$ cat config.mk
export PLATFORM = sky130hd
export DESIGN_NAME = reed_solomon_ec_encoder
export DESIGN_NICKNAME = d
export VERILOG_FILES = /design/src/rtl/ecenc_pkg.sv /design/src/rtl/ecenc_cell.sv /design/src/rtl/reed_solomon_ec_encoder.sv
export SDC_FILE = /design/constraint.sdc
export NUM_CORES = 2
export LEC_CHECK = 0
export BUFFER_PORTS_ARGS = -buffer_cell sky130_fd_sc_hd__buf_2
export CORE_ASPECT_RATIO = 0.5
export CORE_UTILIZATION = 60
export DETAILED_ROUTE_END_ITERATION = 7
export PLACE_DENSITY = 0.73
export SETUP_SLACK_MARGIN = 0.1
export SLEW_MARGIN = 5
export SYNTH_ARGS = -nofsm -noshare
export SYNTH_HDL_FRONTEND = slang
export SYNTH_HIERARCHICAL = 1
export SYNTH_SLANG_ARGS = --single-unit
export TNS_END_PERCENT = 30
$ cat constraint.sdc
create_clock -name aclk -period 18.1 [get_ports aclk]
set_input_delay 0.905 -clock aclk [delete_from_list [all_inputs] [get_ports aclk]]
set_output_delay 0.905 -clock aclk [all_outputs]
set_load 0.05 [all_outputs]
$ cat src/rtl/ecenc_pkg.sv
package ecenc_pkg;

    localparam int MAX_EC = 32;
    localparam int IDX_W  = $clog2(MAX_EC);
    localparam int CNT_W  = $clog2(MAX_EC + 1);

    localparam logic [7:0] FIELD_LOW = 8'h1d;   // 0x11d with the x^8 term dropped

    typedef struct packed {
        logic [7:0] data_byte;
        logic       end_of_message;
    } ecenc_in_t;

    typedef struct packed {
        logic [7:0] ec_byte;
        logic       last_ec;
    } ecenc_out_t;

    typedef struct packed {
        logic coef_init;
        logic coef_step;
        logic feed;
        logic load;
        logic clear;
        logic shift;
    } ecenc_ctrl_t;

    typedef enum logic [1:0] {
        ST_INIT,
        ST_BUILD,
        ST_RUN
    } ecenc_state_t;

    function automatic logic [7:0] gf_xtime(logic [7:0] a);
        gf_xtime = {a[6:0], 1'b0} ^ (a[7] ? FIELD_LOW : 8'h00);
    endfunction

    function automatic logic [7:0] gf_mul(logic [7:0] x, logic [7:0] y);
        logic [7:0] a;
        logic [7:0] r;
        a = x;
        r = 8'h00;
        for (int k = 0; k < 8; k++) begin
            if (y[k]) begin
                r = r ^ a;
            end
            a = gf_xtime(a);
        end
        gf_mul = r;
    endfunction

    // zero means one, anything above the chain length saturates
    function automatic logic [CNT_W-1:0] ecenc_eff(logic [5:0] v);
        logic [6:0] w;
        logic [6:0] e;
        w = {1'b0, v};
        if (w == 7'd0) begin
            e = 7'd1;
        end else if (w > 7'(MAX_EC)) begin
            e = 7'(MAX_EC);
        end else begin
            e = w;
        end
        ecenc_eff = CNT_W'(e);
    endfunction

endpackage

$ cat src/rtl/ecenc_cell.sv
module ecenc_cell
    import ecenc_pkg::*;
(
    input  logic        aclk,
    input  logic        aresetn,
    input  ecenc_ctrl_t ctrl,
    input  logic [7:0]  mul_op,
    input  logic        init_one,
    input  logic [7:0]  coef_up,
    input  logic [7:0]  rem_up,
    input  logic [7:0]  shd_up,
    output logic [7:0]  coef,
    output logic [7:0]  rem,
    output logic [7:0]  shd
);

    logic [7:0] coef_reg;
    logic [7:0] rem_reg;
    logic [7:0] shd_reg;
    logic [7:0] prod;
    logic [7:0] rem_next;

    // one multiplier, shared by generator build and division
    assign prod     = gf_mul(mul_op, coef_reg);
    assign rem_next = rem_up ^ prod;

    always_ff @(posedge aclk) begin
        if (ctrl.coef_init) begin
            coef_reg <= {7'd0, init_one};
        end else if (ctrl.coef_step) begin
            coef_reg <= coef_up ^ prod;
        end
    end

    always_ff @(posedge aclk) begin
        if (!aresetn) begin
            rem_reg <= 8'h00;
        end else if (ctrl.clear) begin
            rem_reg <= 8'h00;
        end else if (ctrl.feed) begin
            rem_reg <= ctrl.load ? 8'h00 : rem_next;
        end
    end

    always_ff @(posedge aclk) begin
        if (ctrl.load) begin
            shd_reg <= rem_next;
        end else if (ctrl.shift) begin
            shd_reg <= shd_up;
        end
    end

    assign coef = coef_reg;
    assign rem  = rem_reg;
    assign shd  = shd_reg;

endmodule

$ cat src/rtl/reed_solomon_ec_encoder.sv
// check bytes start the cycle after the last byte is taken, one per cycle if m_ready
// throughput: one message byte per cycle; a last byte waits while earlier check bytes drain
// the generator, of degree n, is rebuilt by the cell chain after reset or a write to
// ec_count, n being ec_count with zero read as one and saturated at 32; no input meanwhile
// reset: synchronous active-low aresetn, ec_count back to 10 and remainder cleared
module reed_solomon_ec_encoder
    import ecenc_pkg::*;
(
    input  logic       aclk,
    input  logic       aresetn,
    input  logic       cfg_we,
    input  logic [5:0] cfg_wdata,
    input  logic       s_valid,
    output logic       s_ready,
    input  ecenc_in_t  s_payload,
    output logic       m_valid,
    input  logic       m_ready,
    output ecenc_out_t m_payload
);

    ecenc_state_t     state_reg, state_next;
    logic [CNT_W-1:0] n_reg;
    logic [CNT_W-1:0] n_dec;
    logic [IDX_W-1:0] n_m1;
    logic [7:0]       root_reg, root_next;
    logic [IDX_W-1:0] build_cnt_reg, build_cnt_next;
    logic             out_busy_reg, out_busy_next;
    logic [IDX_W-1:0] out_cnt_reg, out_cnt_next;
    ecenc_ctrl_t      ctrl;
    logic [7:0]       fb;
    logic [7:0]       mul_op;
    logic             in_xfer;
    logic             out_xfer;

    logic [7:0] coef_w [0:MAX_EC];
    logic [7:0] rem_w  [0:MAX_EC];
    logic [7:0] shd_w  [0:MAX_EC];

    assign n_dec = n_reg - 1'b1;
    assign n_m1  = n_dec[IDX_W-1:0];

    always_ff @(posedge aclk) begin
        if (!aresetn) begin
            n_reg <= ecenc_eff(6'd10);
        end else if (cfg_we) begin
            n_reg <= ecenc_eff(cfg_wdata);
        end
    end

    always_ff @(posedge aclk) begin
        if (!aresetn) begin
            state_reg     <= ST_INIT;
            build_cnt_reg <= '0;
            out_busy_reg  <= 1'b0;
            out_cnt_reg   <= '0;
        end else begin
            state_reg     <= state_next;
            build_cnt_reg <= build_cnt_next;
            out_busy_reg  <= out_busy_next;
            out_cnt_reg   <= out_cnt_next;
        end
    end

    always_ff @(posedge aclk) begin
        root_reg <= root_next;
    end

    assign s_ready  = (state_reg == ST_RUN) && !(out_busy_reg && s_payload.end_of_message);
    assign in_xfer  = s_valid && s_ready;
    assign m_valid  = out_busy_reg;
    assign out_xfer = m_valid && m_ready;
    assign fb       = s_payload.data_byte ^ rem_w[0];
    assign mul_op   = (state_reg == ST_BUILD) ? root_reg : fb;

    always_comb begin
        state_next     = state_reg;
        root_next      = root_reg;
        build_cnt_next = build_cnt_reg;
        ctrl           = '0;
        case (state_reg)
            ST_INIT: begin
                ctrl.coef_init = 1'b1;
                root_next      = 8'h01;
                build_cnt_next = '0;
                state_next     = ST_BUILD;
            end
            ST_BUILD: begin
                // multiply the partial generator by (x + root)
                ctrl.coef_step = 1'b1;
                root_next      = gf_xtime(root_reg);
                build_cnt_next = build_cnt_reg + 1'b1;
                if (build_cnt_reg == n_m1) begin
                    state_next = ST_RUN;
                end
            end
            ST_RUN: begin
                ctrl.feed = in_xfer;
                ctrl.load = in_xfer && s_payload.end_of_message;
            end
            default: begin
                state_next = ST_INIT;
            end
        endcase
        ctrl.shift = out_xfer;
        if (cfg_we) begin
            ctrl.clear = 1'b1;
            state_next = ST_INIT;
        end
    end

    always_comb begin
        out_busy_next = out_busy_reg;
        out_cnt_next  = out_cnt_reg;
        if (ctrl.load) begin
            out_busy_next = 1'b1;
            out_cnt_next  = '0;
        end else if (out_xfer) begin
            out_cnt_next = out_cnt_reg + 1'b1;
            if (out_cnt_reg == n_m1) begin
                out_busy_next = 1'b0;
            end
        end
    end

    // cells above the generator degree hold zero coefficients and a zero remainder
    assign coef_w[MAX_EC] = 8'h00;
    assign rem_w[MAX_EC]  = 8'h00;
    assign shd_w[MAX_EC]  = 8'h00;

    for (genvar k = 0; k < MAX_EC; k++) begin : g_cell
        ecenc_cell u_cell (
            .aclk     (aclk),
            .aresetn  (aresetn),
            .ctrl     (ctrl),
            .mul_op   (mul_op),
            .init_one (n_m1 == IDX_W'(k)),
            .coef_up  (coef_w[k+1]),
            .rem_up   (rem_w[k+1]),
            .shd_up   (shd_w[k+1]),
            .coef     (coef_w[k]),
            .rem      (rem_w[k]),
            .shd      (shd_w[k])
        );
    end

    assign m_payload.ec_byte = shd_w[0];
    assign m_payload.last_ec = (out_cnt_reg == n_m1);

    a_no_load_while_busy: assert property (@(posedge aclk) disable iff (!aresetn)
        (s_valid && s_ready && s_payload.end_of_message) |-> !out_busy_reg)
        else $error("last byte taken while check bytes still pending");

    a_load_starts_output: assert property (@(posedge aclk) disable iff (!aresetn)
        (s_valid && s_ready && s_payload.end_of_message) |=> (m_valid && out_cnt_reg == '0))
        else $error("check bytes not presented after last byte");

    a_last_ends_output: assert property (@(posedge aclk) disable iff (!aresetn)
        (m_valid && m_ready && m_payload.last_ec) |=> !m_valid)
        else $error("output still valid after final check byte transfer");

    a_build_in_range: assert property (@(posedge aclk) disable iff (!aresetn)
        (state_reg == ST_BUILD) |-> (build_cnt_reg <= n_m1))
        else $error("generator build ran past its degree");

    a_no_input_during_build: assert property (@(posedge aclk) disable iff (!aresetn)
        (state_reg != ST_RUN) |-> !s_ready)
        else $error("input taken before generator is ready");

endmodule
* Word-level counts from Yosys, hierarchy flattened
Index checks and enable logic that the tools add are counted. W data, S select, Z words.
Word-level totals: bits in registers 794, input bits 20, output and inout bits 11, word-level logic and storage cells 927
Cells by class: add/subtract/negate cells 3, magnitude comparators 1, equal/unequal tests 36, mux-type cells 438, bitwise operators 297, reductions and logical operators 18
Operators with widths (count):
- $mux W8 | 353
- $xor A8 B8 Y8 | 293
- $eq A5 B5 Y1 const B | 16
- $mux W1 | 70
- $mux W5 | 10
- $eq A5 B4 Y1 const B | 8
- $eq A5 B3 Y1 const B | 4
- $pmux W8 S2 | 1
- $xor A8 B5 Y8 | 2
- $add A5 B1 Y5 const B | 2
- $eq A5 B2 Y1 const B | 2
- $eq A5 B5 Y1 | 2
- $pmux W5 S2 | 1
- $reduce_bool A2 Y1 | 4
- $gt A6 B6 Y1 const B | 1
- $logic_not A6 Y1 | 1
- $pmux W2 S3 | 1
- $reduce_or A2 Y1 | 3
- $eq A5 B1 Y1 const B | 1
- $logic_and A1 B1 Y1 | 5
- $logic_not A5 Y1 | 1
- $sub A5 B1 Y5 const B | 1
- $mux W2 | 2
- $reduce_and A2 Y1 | 2
- other kinds (6) | 7

* Logic depth before layout (Yosys ltp)
depth after elaboration 21, mapped depth 16, mapped depth without buffers 12

* Modules after synthesis
The synthesis kept the hierarchy.
By module, submodules not included:
- ecenc_cell (g_cell[10].u_cell ...) | times used 31, cells each 250, area each 2544.9 µm², seq. area each 570.5 µm²
- ecenc_cell (g_cell[0].u_cell) | times used 1, cells each 260, area each 2446.1 µm², seq. area each 570.5 µm²
- reed_solomon_ec_encoder | times used 1, cells each 208, area each 1720.4 µm², seq. area each 600.6 µm²

* Worst setup path before layout
OpenSTA, ideal clock, no wires.
kind flip-flop to flip-flop, from register state_reg[1], to register g_cell[0].u_cell.coef_reg[4], setup time 0.127 ns, arrival 12.247 ns, data required time 17.973 ns, path slack 5.726 ns, cell stages (with the launch flop) 15, path buffers 3, period minus slack after synthesis 12.374 ns, cells stage by stage dfxtp_1 > buf_2 > inv_1 > nand2_1 > inv_1 > buf_2 > o21ai_0 > buf_2 > xnor3_1 > nor3b_1 > a21oi_1 > xnor2_1 > xnor3_1 > nor4bb_1 > or3_1
RTL lines:
- from (decl) | RTL line reed_solomon_ec_encoder.sv:21 | ecenc_state_t state_reg, state_next;
- from (signal assigned) | RTL line reed_solomon_ec_encoder.sv:57 | state_reg <= state_next;
- to (signal assigned) | RTL line ecenc_cell.sv:29 | coef_reg <= {7'd0, init_one};
- to (signal assigned) | RTL line ecenc_cell.sv:31 | coef_reg <= coef_up ^ prod;
- to (decl) | RTL line ecenc_cell.sv:17 | logic [7:0] coef_reg;

* Worst setup path in the final report
from register state_reg[1], to register g_cell[30].u_cell.shd_reg[5], data pin
On the way: elaborated cells on any way between the ends 37, those cells by class eq/ne (2); mux (17); bitwise (15); reduce/logical (3)
RTL lines:
- $eq A2 B1 Y1 (*) | RTL line reed_solomon_ec_encoder.sv:73 | assign mul_op = (state_reg == ST_BUILD) ? root_reg : fb;
- $mux W8 (*) | RTL line reed_solomon_ec_encoder.sv:73
- via mul_op[6] | RTL line reed_solomon_ec_encoder.sv:31 | logic [7:0] mul_op;
- $xor A8 B8 Y8 (*) | RTL line ecenc_pkg.sv:35 | gf_xtime = {a[6:0], 1'b0} ^ (a[7] ? FIELD_LOW : 8'h00);
- $mux W5 (*) | RTL line ecenc_pkg.sv:35
- $xor A8 B8 Y8 (*) | RTL line ecenc_pkg.sv:35
- $xor A8 B5 Y8 (*) | RTL line ecenc_pkg.sv:35
- $xor A8 B8 Y8 | RTL line ecenc_pkg.sv:45 | r = r ^ a;
- [3 not listed]
- $xor A8 B8 Y8 | RTL line ecenc_pkg.sv:45
- $mux W8 | RTL line ecenc_pkg.sv:44 | if (y[k]) begin
- $xor A8 B8 Y8 | RTL line ecenc_pkg.sv:45
- $mux W8 | RTL line ecenc_pkg.sv:44
- $xor A8 B8 Y8 | RTL line ecenc_pkg.sv:45
- $mux W8 (*) | RTL line ecenc_pkg.sv:44
- $xor A8 B8 Y8 (*) | RTL line ecenc_cell.sv:25 | assign rem_next = rem_up ^ prod;
- $mux W8 (*) | RTL line ecenc_cell.sv:46 | if (ctrl.load) begin
- to (signal assigned) | RTL line ecenc_cell.sv:47 | shd_reg <= rem_next;
- to (signal assigned) | RTL line ecenc_cell.sv:49 | shd_reg <= shd_up;
- to (decl) | RTL line ecenc_cell.sv:19 | logic [7:0] shd_reg;
Mark *: on every way through the listed nets, which the timed path passes. The rest lies on a longest branch. A chain may end at the register's enable or synchronous reset.

==> key figures <==
Status
  – Outcome: finished, final reports clean

Finish
  – Post-Layout Cell Count: 9,681
  – Most frequent cells in the layout: nand2_1 (1,701), xnor2_1 (1,143), xor2_1 (778), dfxtp_1 (498), nor2_1 (386)
  – N_diodes: 0
  – Final core utilization: 61.4%
  – Area Overhead vs Synth: 1.43%
  – Share of post-route cells with drive strength above 1: 14.2%
  – Final non-filler cell area: 84,200 um2
  – Final net count: 7,780
  – Most common cell after layout, fill and taps aside: nand2_1

Synth
  – Syn avg cell area: 10.1 um2
  – Synth top area share: 12.1%
  – Number of warning messages in the yosys log: 6
  – Cell Area, Synth: 83,100 um2
  – Synth area leader: xnor2_1
  – Synth Register Bits: 794
  – Cells after Synth: 8,218
  – Post-synth top flop: dfxtp_1
  – Ys async rst share: 0%
  – Area contributors post-synth: xnor2_1 (12%), dfxtp_1 (12%), edfxtp_1 (11%)
  – Post-synth EDFFs: 296
  – Post-synthesis sequential area ratio: 22.7%
  – Synth cell types: 70

Timing
  – Final WS setup: 10.10 ns
  – WHS: 0.483 ns
  – Slew Viols, Final: 0
  – Clock skew: 0.0223 ns
  – Least-Margin Pin Slew: 1.38 ns
  – Max Fclk: 125 MHz
  – Final period utilization: 44.2%
  – Hold Fails Final Rpt: 0
  – Min Tclk post-route: 8.00 ns
  – Final TNS setup: 0 ns
  – # setup viols final: 0
  – Slew headroom: 7.98%
  – Unrepaired setup endpoints after global routing: no

Routing
  – Drc violations: 0
  – Initial DRC count: 5,142
  – Vias post-DR: 55,700
  – Vias/cell: 5.75
  – Pre-antenna DRT Iters: 6
  – Routed length per placed instance: 20.9 um
  – WL final: 203,000 um
  – Antenna Nets Post-Route: 0

Clock network
  – Clock buffer depth: 3
  – Clk Tree Root Cell: clkbuf_16
  – CTS Buf Count: 81
  – Setup Fix Bufs, Post-CTS: 0
  – CTS tree: done
  – Latest clock arrival within the worst-skew pair: 0.71 ns
  – Hold_buf cts: 0
  – Resized cells post-CTS: 0
  – H-tree levels: 3
  – Clk slew on worst S/H paths: 0.07 ns
  – Clk sinks: 794

Placement
  – HPWL Detailed: 133,000 um
  – Port bufs: 30
  – RD Place Congestion: 0.862
  – Placement Cell Area: 81,600 um2
  – Inst Count DP: 9,533
  – Setup WS pre-CTS: 10.14 ns

Floorplanning
  – Row cnt: 96
  – Initial Util: 60.5%
  – Placeable Area: 137,000 um2
  – Die area: 140,000 um2
  – Horiz. Die Dim: 528 um
  – Die height: 265 um
  – I/O pin count: 31

Setup path
  – FF-to-FF setup slack: 10.10 ns
  – Worst path required time: 18.54 ns
  – FF-to-FF path depth: 16
  – CP Launch Type: flip-flop
  – Critical R2R Launch: state_reg[1]
  – Crit path DAT: 8.44 ns
  – Max FO, Critical Path: 110
  – Nature of the critical path endpoint: flip-flop
  – Type of the worst setup path: flip-flop to flip-flop
  – RR Endpoint: g_cell[30].u_cell/shd[5]

Global routing
  – Largest net degree at the start of global routing: 177
  – Overflow after GRT: 0
  – Vias in the first global route: 53,200
  – Antenna violations before repair: 4
  – First-pass GRT wire length: 317,000 um
  – Total track usage: 28.6%

Worst hold path
  – Hold Path Depth: 1
  – HP Class: flip-flop to flip-flop
  – WHS Endpoint: g_cell[2].u_cell/rem[7]
  – Hold Path Origin: g_cell[2].u_cell/rem[7]

Power and ir drop
  – Pleak: 33.3 nW
  – Total power: 5.43 mW
  – Max VDD drop: 0.0730 mV
  – Power Dens Cells: 64.5 nW/um2

Run
  – Max cap viols: 0
## synth_stat cells, types with 62 or more instances
library cell	instances
a21oi_1	66
a22o_1	224
a22oi_1	63
buf_2	195
buf_6	96
clkbuf_1	193
clkbuf_8	63
dfxtp_1	498
edfxtp_1	296
mux2_2	286
mux2i_1	346
nand2_1	1701
nand3b_1	62
nor2_1	387
nor3b_1	102
o21ai_0	138
or2_2	64
xnor2_1	1143
xnor2_2	95
xnor3_1	293
xnor3_2	93
xor2_1	778
xor2_2	67
xor3_1	217
## final cells by class
cell class                      count  area, um2
Clock inverter                     40        424
Inverter                           45        184
Clock buffer                      108       2200
Sequential cell                   794      18900
Fill cell                       11200      53000
Multi-Input combinational cell   6723      59400
Tap cell                         1862       2330
Timing Repair Buffer              109        836
## worst max-delay path, cell delays in order, from the launching register on
cell and delay [ns]:
dfxtp_1 0.40, inv_1 0.39, nand2_1 0.46, inv_8 0.55, buf_4 0.78, and2_1 0.26
a21o_4 0.59, buf_4 0.75, buf_12 0.56, buf_4 0.82, xor2_2 0.28, xor2_1 0.49
nand2_1 0.16, xnor3_2 0.43, xnor2_1 0.20, xnor2_1 0.11, mux2_2 0.27
## report_power, final
group	switching, mW	leakage [nW]	internal (mW)
sequential	0.0739	6.77	1.86
combinational	0.935	25.2	0.801
clock	0.808	1.28	0.953
total	1.82	33.3	3.62
## kinds of logic (layout without fill, tap and decap cells)
logic type | after synthesis | in the layout | synth area share (%)
fa+ha+maj | 6 | 6 | 0.0904
buf+inv | 725 | 302 | 6.03
mux | 663 | 663 | 8.61
other cells | 1 | 25 | 0.00451
simple gates | 2648 | 2648 | 14.4
xor+xnor | 2751 | 2751 | 42.4
compound gates | 630 | 630 | 5.75
flops | 794 | 794 | 22.7
## worst max-delay path by stage
stage	cells past startpoint	endpoint	startpoint
after CTS	16	g_cell[27].u_cell/shd[4]	state_reg[1]
after floorplan	14	g_cell[0].u_cell/coef[4]	state_reg[1]
after global routing	16	g_cell[28].u_cell/shd[7]	state_reg[1]
final	16	g_cell[30].u_cell/shd[5]	state_reg[1]
after detailed placement	16	g_cell[27].u_cell/shd[4]	state_reg[1]
after global placement	16	g_cell[27].u_cell/shd[4]	state_reg[1]
## metal layers
layer  wire length, um  global-route usage, %  up-vias
met4              3840                   5.98        8
met2             91900                   45.1     1654
met5                58                      0        -
met3             12200                   3.40      268
li1                  -                      -    26200
met1             94500                   42.1    27500
Power figures use the tool's default switching activity.
